==> src/rtl/core/prsd_pkg.sv <==
`default_nettype none

package prsd_pkg;

  localparam logic [1:0] CMD_PAL  = 2'd0;
  localparam logic [1:0] CMD_HDR  = 2'd1;
  localparam logic [1:0] CMD_DATA = 2'd2;

  localparam logic [1:0] MODE_RGB  = 2'd0;
  localparam logic [1:0] MODE_RGBA = 2'd1;
  localparam logic [1:0] MODE_BGRA = 2'd2;
  localparam logic [1:0] MODE_RSVD = 2'd3;

  localparam logic [7:0] RUN_BASE = 8'h80;
  localparam logic [7:0] OPAQUE   = 8'hFF;
  localparam logic [7:0] CLEAR    = 8'h00;

  localparam logic [1:0] REG_COLOUR_MODE = 2'd0;

  typedef enum logic [1:0] {
    KIND_NONE,
    KIND_OPAQUE,
    KIND_CLEAR
  } kind_t;

  typedef struct packed {
    logic [1:0]  cmd;
    logic [7:0]  palette_index;
    logic [7:0]  entry_red;
    logic [7:0]  entry_green;
    logic [7:0]  entry_blue;
    logic [11:0] frame_width;
    logic [11:0] frame_height;
    logic [23:0] payload_length;
    logic [7:0]  data_byte;
  } in_item_t;

  typedef struct packed {
    logic       status;
    logic [6:0] repeat_count;
    logic [7:0] chan0;
    logic [7:0] chan1;
    logic [7:0] chan2;
    logic [7:0] chan3;
    logic       frame_done;
  } out_item_t;

  // result descriptor between the control stage and the output stage
  typedef struct packed {
    logic       status;
    logic [6:0] repeat_count;
    kind_t      kind;
    logic       frame_done;
  } desc_t;

endpackage

`default_nettype wire

==> src/rtl/core/prsd_out.sv <==
`default_nettype none

module prsd_out (
  input  wire logic               clk,
  input  wire logic               rst_n,
  input  wire logic               desc_valid,
  input  wire prsd_pkg::desc_t    desc,
  input  wire logic [23:0]        rd_data,
  input  wire logic [1:0]         colour_mode,
  input  wire logic               out_stall,
  output logic                    advance,
  output logic                    out_valid,
  output prsd_pkg::out_item_t     out_item
);
  import prsd_pkg::*;

  logic      out_valid_r;
  out_item_t out_r;
  out_item_t fmt;
  logic [7:0] r;
  logic [7:0] g;
  logic [7:0] b;
  logic [7:0] a;

  always_comb begin
    unique case (desc.kind)
      KIND_OPAQUE: begin
        r = rd_data[23:16];
        g = rd_data[15:8];
        b = rd_data[7:0];
        a = OPAQUE;
      end
      KIND_CLEAR: begin
        r = 8'hFF;
        g = 8'hFF;
        b = 8'hFF;
        a = CLEAR;
      end
      default: begin
        r = 8'h00;
        g = 8'h00;
        b = 8'h00;
        a = 8'h00;
      end
    endcase
    fmt.status       = desc.status;
    fmt.repeat_count = desc.repeat_count;
    fmt.frame_done   = desc.frame_done;
    fmt.chan1        = g;
    if (colour_mode == MODE_BGRA) begin
      fmt.chan0 = b;
      fmt.chan2 = r;
      fmt.chan3 = a;
    end else begin
      fmt.chan0 = r;
      fmt.chan2 = b;
      fmt.chan3 = (colour_mode == MODE_RGB) ? CLEAR : a;
    end
  end

  assign advance = !out_valid_r || !out_stall;

  always_ff @(posedge clk) begin
    if (!rst_n) begin
      out_valid_r <= 1'b0;
    end else if (advance) begin
      out_valid_r <= desc_valid;
    end
  end

  always_ff @(posedge clk) begin
    if (advance && desc_valid) begin
      out_r <= fmt;
    end
  end

  assign out_valid = out_valid_r;
  assign out_item  = out_r;

endmodule

`default_nettype wire

==> config.mk <==
export PLATFORM = sky130hd
export DESIGN_NAME = prsd_out
export DESIGN_NICKNAME = d
export VERILOG_FILES = /design/src/rtl/core/prsd_pkg.sv /design/src/rtl/core/prsd_out.sv
export SDC_FILE = /design/constraint.sdc
export NUM_CORES = 1
export LEC_CHECK = 0
export CORE_MARGIN = 2
export CORE_UTILIZATION = 50
export CTS_CLUSTER_SIZE = 16
export DETAILED_ROUTE_END_ITERATION = 16
export DONT_BUFFER_PORTS = 1
export PLACE_DENSITY_LB_ADDON = 0.2
export SLEW_MARGIN = 20
export SYNTH_ARGS = -nofsm -noshare
export SYNTH_HDL_FRONTEND = slang
export SYNTH_SLANG_ARGS = --single-unit
==> constraint.sdc <==
create_clock -name clk -period 1.9 [get_ports clk]
set_clock_uncertainty 0.1 [all_clocks]
set_input_delay 0.095 -clock clk [delete_from_list [all_inputs] [get_ports clk]]
set_output_delay 0.095 -clock clk [all_outputs]
set_load 0.005 [all_outputs]
==> results.yml <==
timing:
  holdWs_ns: 0.0855
  hold_viol: 0
  timing.final.crit_period_ns: 1.56
  fmax_mhz: 642
  fin_crit_sh_pct: 82.0
  worstMarginPinSlew_ns: 0.691
  setup-violations-final: 0
  final_max_slew_viol_count: 0
  tns_ns: 0
  worst_slew_margin_rel_pct: 54.0
  rsz0062_at_grt: "no"
drt:
  drtIter0Drc: 32
  antenna_left: 0
  viasPerCell: 5.45
  drc: 0
  avgRoutedWirePerCell_um: 14.3
  firstDrtPassIters: 4
  vias: 1161
  drt-total-wl_um: 3050
power:
  p_int_mw: 1.20
  p_per_area_nw_per_um2: 748
  peakVddDrop_mv: 0.317
  p_leak_nw: 0.727
  power.share.sequential_pct: 61.6
  swShare_pct: 22.2
  power.switching_uw: 342
  comb_power_share_pct: 12.9
  power.share.clock_pct: 25.5
logic_synthesis:
  netlist_area_um2: 1590
  synth_top_area_cell: "edfxtp_1"
  synthesis.nets: 175
  yosys_warnings: 0
  yosysSeqAreaShare_pct: 65.6
  ys_ff_latch: 35
  ys_top_cells_by_area: "edfxtp_1 (64%), nand3_1 (10%), a31oi_1 (6.3%), buf_4 (5.2%), a21oi_1 (2.8%)"
  yosysTopAreaCellShare_pct: 64.4
  synth_cells: 131
  syn_avg_cell_area_um2: 12.1
  synth.distinct_cells: 17
finish:
  antenna_cells: 0
  register_area_um2: 1040
  drive_gt1_share_pct: 6.51
  fin_nets: 212
  fillers: 219
  final_util_pct: 67.9
  area_growth_pct: 29.7
  multi_input_area_um2: 409
cts:
  cts.sinks: 35
  cts_buffer_depth: 2
  clk_pin_slew_worst_paths_ns: 0.09
  numCtsBuffers: 5
  clock_latency_ns: 0.32
  cts.repair.resized: 0
  cts_root_buf: "clkbuf_4"
  cts_max_level: 2
  cts_tree: "built"
floorplanning:
  start_util_pct: 52.4
  ios: 84
  chipWidth_um: 60.3
  die_y_um: 60.3
  die_area_um2: 3640
  core_area_um2: 3030
  rows: 20
worst_setup_path:
  r2r_cells: 3
  worst_path_largest_cell_delay_ns: 0.72
  cp_slowest_cell: "ha_1"
  cp-start-kind: "input pin"
  endpoint_kind: "flop"
  cp_cell_sequence: "inv_1 -> ha_1 -> a31oi_1 -> dlygate4sd3_1"
  ff2ff_setup_slack_ns: 0.63
  reg2reg_to: "out_valid$_SDFFE_PN0P_"
  worstSetupPathType: "in2reg"
  arrival_ns: 1.54
  cp_max_fo: 24
  reg2reg_from: "out_valid$_SDFFE_PN0P_"
  cp.required_ns: 1.88
worst_hold_path:
  hp-start: "desc[1]"
  hp-class: "in2reg"
  whs_endpoint: "out_item[23]$_DFFE_PP_"
  whs_path_depth: 3
global_route:
  grt_pass1_vias: 1084
  grt_pass1_wl_um: 4790
  grt_max_degree: 40
  grt-ovfl-total: 0
  grt_antenna_before_repair: 0
  grt.total_usage_pct: 18.3
place:
  io_buffers: 0
  routabilityCongestion: 0.792
  hpwl_um: 2080
run_status:
  status: "complete, no violations"
flow_run:
  maxCapViolCount: 0
==> flip-flops by register name, indices dropped and copies added, names as in the netlist <==
name and count:
out_item 34, out_valid 1
==> through the flow <==
stage | instances | total power, mW | instance area (um^2) | setup WS [ns]
after detailed placement | 160 | 1.08 | 1550 | 0.527
after floorplan | 131 | 1.07 | 1590 | 0.153
after CTS | 213 | 1.55 | 2060 | 0.373
final | 213 | 1.54 | 2060 | 0.342
after global routing | 213 | 1.62 | 2060 | 0.245
after global placement | 160 | 1.08 | 1550 | 0.545
==> cells by family after synthesis <==
group / Yosys count / synth area share, %
buffers and inverters: 22 / 8.60
adder cells (fa/ha/maj): 3 / 2.37
AND/OR/NAND/NOR: 45 / 13.8
flip-flops: 35 / 65.6
AO/OA/AOI/OAI: 26 / 9.62
==> cells in the final DEF (no fill, tap or decap) <==
cell and count:
o21a_1 1, dfxtp_1 1, nand2_1 1, a31oi_1 16, dlygate4sd3_1 45, buf_4 4
clkbuf_8 1, ha_1 3, edfxtp_1 34, nor2b_1 2, inv_1 3, nand3_1 32
a21oi_1 9, and2_1 1, nor2_1 8, clkbuf_4 5, clkinv_2 1, clkbuf_1 1
nand2b_1 1
==> what timing repair did <==
| action | 4_1_cts | 5_1_grt |
|---|---|---|
| hold buffers | 45 | 0 |
| buffers inserted | 0 | 0 |
| hold endpoints to repair | 35 | 0 |
==> worst max-delay path by stage <==
stage,from,end,slack [ns],cells past startpoint
detailed placement,desc[1],out_item[11]$_DFFE_PP_,0.53,3
CTS,desc[1],out_item[28]$_DFFE_PP_,0.37,4
finish,desc[1],out_item[28]$_DFFE_PP_,0.34,4
floorplan,out_valid$_SDFFE_PN0P_,out_item[0]$_DFFE_PP_,0.15,2
global route,desc[1],out_item[32]$_DFFE_PP_,0.25,4
global placement,desc[1],out_item[27]$_DFFE_PP_,0.55,3
==> cell type report <==
class | instances | area share, %
Clock buffer | 7 | 2.68
Clock inverter | 1 | 0.243
Inverter | 3 | 0.547
Multi-Input combinational cell | 74 | 19.9
Sequential cell | 35 | 50.6
Tap cell | 44 | 2.68
Timing Repair Buffer | 49 | 23.4
==> per-layer routing <==
layer  GRT usage (%)  up-vias  routed length (um)
li1                -      558                   -
met2            30.9       68                1520
met5               0        -                   0
met1            20.1      526                1170
met3            8.10        9                 299
met4            7.62        0                  53
==> worst max-delay path: cells and delay by family <==
family,cells,cell delay (ns)
buffers and inverters,2,0.62
AO/OA/AOI/OAI,1,0.10
adder cells (fa/ha/maj),1,0.72
==> power groups by stage <==
stage | Sequential [mW] | Clock [mW] | Combinational (mW)
after CTS | 0.949 | 0.406 | 0.196
after detailed placement | 0.968 | 0 | 0.116
after global placement | 0.967 | 0 | 0.113
after global routing | 0.956 | 0.443 | 0.223
final | 0.948 | 0.392 | 0.199
after floorplan | 0.956 | 0 | 0.115
==> cells in the mapped netlist (all sizes together) <==
library cell  instances
ha                    3
buf                  16
nand2b                1
a31oi                16
nand2                 1
a21oi                 9
nor2b                 2
clkbuf                3
nand3                32
inv                   3
o21a                  1
dfxtp                 1
edfxtp               34
nor2                  8
and2                  1
Note: power is estimated with default switching activity, not from simulation.
