`src/rtl/core/prsd_pkg.sv`:
```
`default_nettype none

package prsd_pkg;

  localparam logic [1:0] CMD_PAL  = 2'd0;
  localparam logic [1:0] CMD_HDR  = 2'd1;
  localparam logic [1:0] CMD_DATA = 2'd2;

  localparam logic [1:0] MODE_RGB  = 2'd0;
  localparam logic [1:0] MODE_RGBA = 2'd1;
  localparam logic [1:0] MODE_BGRA = 2'd2;
  localparam logic [1:0] MODE_RSVD = 2'd3;

  localparam logic [7:0] RUN_BASE = 8'h80;
  localparam logic [7:0] OPAQUE   = 8'hFF;
  localparam logic [7:0] CLEAR    = 8'h00;

  localparam logic [1:0] REG_COLOUR_MODE = 2'd0;

  typedef enum logic [1:0] {
    KIND_NONE,
    KIND_OPAQUE,
    KIND_CLEAR
  } kind_t;

  typedef struct packed {
    logic [1:0]  cmd;
    logic [7:0]  palette_index;
    logic [7:0]  entry_red;
    logic [7:0]  entry_green;
    logic [7:0]  entry_blue;
    logic [11:0] frame_width;
    logic [11:0] frame_height;
    logic [23:0] payload_length;
    logic [7:0]  data_byte;
  } in_item_t;

  typedef struct packed {
    logic       status;
    logic [6:0] repeat_count;
    logic [7:0] chan0;
    logic [7:0] chan1;
    logic [7:0] chan2;
    logic [7:0] chan3;
    logic       frame_done;
  } out_item_t;

  // result descriptor between the control stage and the output stage
  typedef struct packed {
    logic       status;
    logic [6:0] repeat_count;
    kind_t      kind;
    logic       frame_done;
  } desc_t;

endpackage

`default_nettype wire

```
`src/rtl/core/prsd_ctrl.sv`:
```
`default_nettype none

module prsd_ctrl #(
  parameter int MAX_DIM = 4096
) (
  input  wire logic              clk,
  input  wire logic              rst_n,
  input  wire logic              accept,
  input  wire prsd_pkg::in_item_t item,
  input  wire logic              advance,
  output logic                   desc_valid,
  output prsd_pkg::desc_t        desc
);
  import prsd_pkg::*;

  localparam logic [12:0] MAX_DIM_W = 13'(MAX_DIM);

  logic [7:0]  lit_r,    lit_nxt;
  logic [23:0] bytes_r,  bytes_nxt;
  logic [23:0] done_r,   done_nxt;
  logic [23:0] limit_r,  limit_nxt;
  logic        active_r, active_nxt;
  logic        res_v;
  desc_t       res;
  logic        s1_valid_r;
  desc_t       s1_desc_r;

  logic [12:0] w_c;
  logic [12:0] h_c;
  logic [25:0] area;
  logic        dropping;
  logic        last;
  logic        pixel;
  logic        opaque;
  logic [6:0]  count;
  logic [24:0] sum;

  assign w_c  = ({1'b0, item.frame_width} > MAX_DIM_W) ? MAX_DIM_W : {1'b0, item.frame_width};
  assign h_c  = ({1'b0, item.frame_height} > MAX_DIM_W) ? MAX_DIM_W : {1'b0, item.frame_height};
  assign area = w_c * h_c;

  always_comb begin
    lit_nxt    = lit_r;
    bytes_nxt  = bytes_r;
    done_nxt   = done_r;
    limit_nxt  = limit_r;
    active_nxt = active_r;
    res_v      = 1'b0;
    res        = '{status: 1'b0, repeat_count: 7'd0, kind: KIND_NONE, frame_done: 1'b0};
    dropping   = done_r > limit_r;
    last       = 1'b0;
    pixel      = 1'b0;
    opaque     = 1'b0;
    count      = 7'd0;
    sum        = 25'd0;
    unique case (item.cmd)
      CMD_HDR: begin
        limit_nxt = area[23:0];
        bytes_nxt = item.payload_length;
        done_nxt  = 24'd0;
        lit_nxt   = 8'd0;
        if (item.payload_length == 24'd0) begin
          active_nxt     = 1'b0;
          res_v          = 1'b1;
          res.frame_done = 1'b1;
        end else begin
          active_nxt = 1'b1;
        end
      end
      CMD_DATA: begin
        if (active_r) begin
          bytes_nxt = bytes_r - 24'd1;
          last      = bytes_nxt == 24'd0;
          if (!dropping) begin
            if (lit_r != 8'd0) begin
              lit_nxt = lit_r - 8'd1;
              count   = 7'd1;
              pixel   = 1'b1;
              opaque  = 1'b1;
            end else if (item.data_byte > RUN_BASE) begin
              count = 7'(item.data_byte - RUN_BASE);
              pixel = 1'b1;
            end else begin
              lit_nxt = item.data_byte;
            end
            sum = {1'b0, done_r} + 25'(count);
            if (pixel) begin
              res_v = 1'b1;
              if (sum > {1'b0, limit_r}) begin
                // overflow: mark the frame as dropping
                done_nxt       = limit_r + 24'd1;
                res.status     = 1'b1;
                res.frame_done = 1'b1;
              end else begin
                done_nxt         = sum[23:0];
                res.repeat_count = count;
                res.kind         = opaque ? KIND_OPAQUE : KIND_CLEAR;
                res.frame_done   = last;
              end
            end else if (last) begin
              res_v          = 1'b1;
              res.frame_done = 1'b1;
            end
          end
          if (last) begin
            active_nxt = 1'b0;
            lit_nxt    = 8'd0;
          end
        end
      end
      default: begin
      end
    endcase
  end

  always_ff @(posedge clk) begin
    if (!rst_n) begin
      lit_r      <= 8'd0;
      bytes_r    <= 24'd0;
      done_r     <= 24'd0;
      limit_r    <= 24'd0;
      active_r   <= 1'b0;
      s1_valid_r <= 1'b0;
    end else if (accept) begin
      lit_r      <= lit_nxt;
      bytes_r    <= bytes_nxt;
      done_r     <= done_nxt;
      limit_r    <= limit_nxt;
      active_r   <= active_nxt;
      s1_valid_r <= res_v;
    end else if (advance) begin
      s1_valid_r <= 1'b0;
    end
  end

  always_ff @(posedge clk) begin
    if (accept) begin
      s1_desc_r <= res;
    end
  end

  assign desc_valid = s1_valid_r;
  assign desc       = s1_desc_r;

endmodule

`default_nettype wire

```
`config.mk`:
```
export PLATFORM = sky130hd
export DESIGN_NAME = prsd_ctrl
export DESIGN_NICKNAME = d
export VERILOG_FILES = /design/src/rtl/core/prsd_pkg.sv /design/src/rtl/core/prsd_ctrl.sv
export SDC_FILE = /design/constraint.sdc
export NUM_CORES = 1
export LEC_CHECK = 0
export BUFFER_PORTS_ARGS = -buffer_cell sky130_fd_sc_hd__clkbuf_2
export CAP_MARGIN = 20
export CORE_UTILIZATION = 60
export DETAILED_ROUTE_END_ITERATION = 16
export PLACE_DENSITY = 0.8
export SETUP_SLACK_MARGIN = 0.05
export SLEW_MARGIN = 0
export SYNTH_ARGS = -nofsm -noshare
export SYNTH_HDL_FRONTEND = slang
export SYNTH_SLANG_ARGS = --single-unit
export TNS_END_PERCENT = 100
```
`constraint.sdc`:
```
create_clock -name clk -period 8.35 [get_ports clk]
set_clock_uncertainty 0.15 [all_clocks]
set_input_delay 0.835 -clock clk [delete_from_list [all_inputs] [get_ports clk]]
set_output_delay 0.835 -clock clk [all_outputs]
set_load 0.005 [all_outputs]
```
==> summary.md <==
| Metric | Value |
|---|---|
| Vias per cell | 5.90 |
| Place WS | 1.34 ns |
| #FFs+latches synth | 93 |
| Post-route ant nets | 0 |
| Clock-pin slew on the worst setup and hold paths | 0.07 ns |
| Area of the core | 19500 sq um |
| Final Critical Period | 6.79 ns |
| Fin cells | 1763 |
| CTS Sinks | 93 |
| Die Wd | 143 um |
| Hold Crit Endpoint | limit_r[17]$_SDFFE_PN0P_ |
| Final setup viols | 0 |
| Dpl hpwl | 21.9 mm |
| Antenna violations before repair | 0 |
| RSZ-0062 raised after global routing | false |
| Slew HR | 31.1% |
| Worst-skew pair later-pin latency | 0.35 ns |
| Residual DRC | 0 |
| DR iter-0 viols | 773 |
| IO Pins | 106 |
| EDFF count, synth | 11 |
| Worst VDD drop | 0.000160 V |
| Die Span Y | 143 um |
| Synth top area share | 17.0% |
| Clock share of power | 14.2% |
| Total CTS buffers | 9 |
| GRT Total Usage | 28.8% |
| Hold-fix buffers, CTS | 0 |
| Max Cap Violations | 0 |
| Final Hold Violating Endpoints | 0 |
| CTS tree | built |
| Sequential-to-total area share from yosys stat | 16.6% |
| Status | completed |
| CP max FO | 12 |
| Crit end category | register |
| Vias in the first global route | 10200 |
| Internal power | 1.52 mW |
| Initial core utilization | 61.0% |
| Leak Pwr | 5.81 nW |
| Max H-tree Level | 3 |
| Worst path arrival time | 6.87 ns |
| Final-stage net count | 1823 |
| Hold Slack | 0.333 ns |
| Reg2Reg Setup Slack | 1.56 ns |
| P per Cell Area | 224 nW/um^2 |
| Pin count of the biggest net entering global routing | 40 |
| R2R Path Start | lit_r[0]$_SDFFE_PN0P_ |
| Worst R2R Path Depth | 23 |
| Hold Crit Class | reg -> reg |
| Fin area | 12600 sq um |
| Drt wl/cell | 15.7 um |
| Top_reg_cell synth | dfxtp_1 |
| Hold wc startpoint | limit_r[17]$_SDFFE_PN0P_ |
| Share of cells above drive strength 1 | 7.74% |
| WL final | 27.6 mm |
| Async S/R FF share, synth | 0% |
| Fin worst setup slack | 1.56 ns |
| Crit Reg-Reg Endpoint | done_r[11]$_SDFFE_PN0P_ |
| Post-placement cell count | 1747 |
| ANT cells | 0 |
| RD Place Congestion | 0.913 |
| Postcts setup bufs | 0 |
| Synthesized net count | 1798 |
| Grt ovf | 0 |
| CTS Root Cell | clkbuf_16 |
| Slew Viols, Final | 0 |
| Flop pwr share | 18.6% |
| Average cell area after synthesis | 8.09 sq um |
| CP startpoint kind | register |
| Number of distinct library cells after synthesis | 83 |
| Cells after Synth | 1468 |
| F_max | 0.147 GHz |
| Commonest cells post-synth | nand2_1 (192), inv_1 (178), ha_1 (135), fa_1 (101), and2_1 (86) |
| WHS Path Cells | 2 |
| Slew @ Worst Pin | 1.03 ns |
| Syn Std Cell Area | 11900 sq um |
| Area Overhead vs Synth | 6.34% |
| First-pass detailed-route iteration total | 5 |
| Die area | 20400 sq um |
| Number of port buffers | 73 |
| Setup TNS | 0 ns |
| Most frequent cell after synthesis | nand2_1 |
| Largest area contributor in the netlist | fa_1 |
| Clock tree buffer depth | 2 |
| DP Area | 12400 sq um |
| Post-CTS Resized | 0 |
| Vias | 10400 |
| Combinational share of power | 67.3% |
| Synth top area cells | fa_1 (17%), ha_1 (14%), dfxtp_1 (14%) |
| Fin crit share | 81.3% |
| Yosys warns | 0 |
| Worst endpoint required time | 8.44 ns |
| Kind of critical path | reg -> reg |
| P_sw | 1.31 mW |
| First-pass GRT wire length | 47.7 mm |
| Switching Fraction | 46.3% |
| Row cnt | 51 |
## area by class of cell
| type | instances | area, sq um |
|---|---|---|
| clock buffer | 10 | 239 |
| clock inverter | 6 | 43.8 |
| fill | 1646 | 6830 |
| inverter | 180 | 676 |
| multi-input combinational | 1131 | 8970 |
| sequential | 93 | 1970 |
| tap | 265 | 332 |
| timing repair buffer | 78 | 403 |
## cells in the final DEF (no fill, tap or decap), types with 10 or more instances in the layout
master,netlist,layout
clkbuf_2,1,73
nor2_1,74,74
nand2_1,192,192
and2_1,86,86
fa_1,101,101
or3_1,11,11
a21oi_1,66,66
xor2_1,14,14
nand4_1,24,24
dfxtp_1,82,82
xnor2_1,45,45
nand3_1,38,38
a21o_1,13,13
a211oi_1,18,18
nor3_1,34,34
o21ai_0,63,63
and3_1,10,10
edfxtp_1,11,11
inv_1,178,178
nor4_1,20,20
ha_1,135,135
mux2i_1,24,24
## kinds of logic (layout without fill, tap and decap cells)
| logic type | count (synthesis) | after routing | share of synthesized area (%) |
|---|---|---|---|
| AOI/OAI and AO/OA | 273 | 273 | 15.0 |
| xor gates and xnor gates | 59 | 59 | 4.35 |
| adders and majority gates | 236 | 236 | 31.2 |
| buffers and inverters | 244 | 274 | 7.96 |
| DFF | 93 | 93 | 16.6 |
| muxes | 25 | 25 | 2.12 |
| and+or+nand+nor | 538 | 538 | 22.7 |
## power groups by stage
stage	clock network (mW)	registers (mW)	logic, mW
after floorplan	0	0.523	1.53
final	0.401	0.525	1.90
after detailed placement	0	0.534	1.89
after CTS	0.401	0.524	1.90
after global placement	0	0.533	1.83
after global routing	0.424	0.531	2.17
## critical path, cell delays in order, from the launching register on
cell	delay, ns
dfxtp_1	0.34
inv_1	0.08
ha_1	0.21
nand3b_1	0.20
nand3b_1	0.39
nor2_1	0.45
nand2_1	0.20
inv_1	0.09
ha_1	0.23
a211oi_1	0.22
nor2_1	0.13
o31ai_2	0.57
nor3_1	0.27
and4_1	0.28
xor2_1	0.16
ha_1	0.33
nand4_1	0.16
nor4_1	0.44
o21ai_0	0.17
o221ai_1	0.19
a32o_1	0.51
buf_4	0.35
mux2_2	0.36
o221ai_1	0.16
## worst max-delay path by stage
stage | slack (ns) | to | start
2_1_floorplan | 2.22 | limit_r[20]$_SDFFE_PN0P_ | item[35]
6_report | 1.56 | done_r[11]$_SDFFE_PN0P_ | lit_r[0]$_SDFFE_PN0P_
5_1_grt | 0.98 | done_r[11]$_SDFFE_PN0P_ | lit_r[0]$_SDFFE_PN0P_
4_1_cts | 1.67 | done_r[11]$_SDFFE_PN0P_ | item[3]
3_5_place_dp | 1.34 | done_r[11]$_SDFFE_PN0P_ | item[4]
3_3_place_gp | 1.43 | done_r[11]$_SDFFE_PN0P_ | item[4]
## stage by stage
step	utilization, %	total power, mW
2_1_floorplan	-	2.05
3_3_place_gp	63.5	2.36
3_5_place_dp	63.5	2.42
4_1_cts	64.9	2.82
5_1_grt	64.9	3.12
6_report	64.9	2.83
## state kept, by name, summed over array words and instances, names as in the netlist
register and cells:
bytes_r 24, done_r 24, limit_r 24, desc 11, lit_r 8, active_r 1
desc_valid 1
## metal layers
layer,part of all wire (%),global-route usage [%]
met5,0,0
met4,1.6,8.32
met3,4.4,2.65
met2,49,51.1
met1,45,37.0
Note: power is estimated with default switching activity, not from simulation.
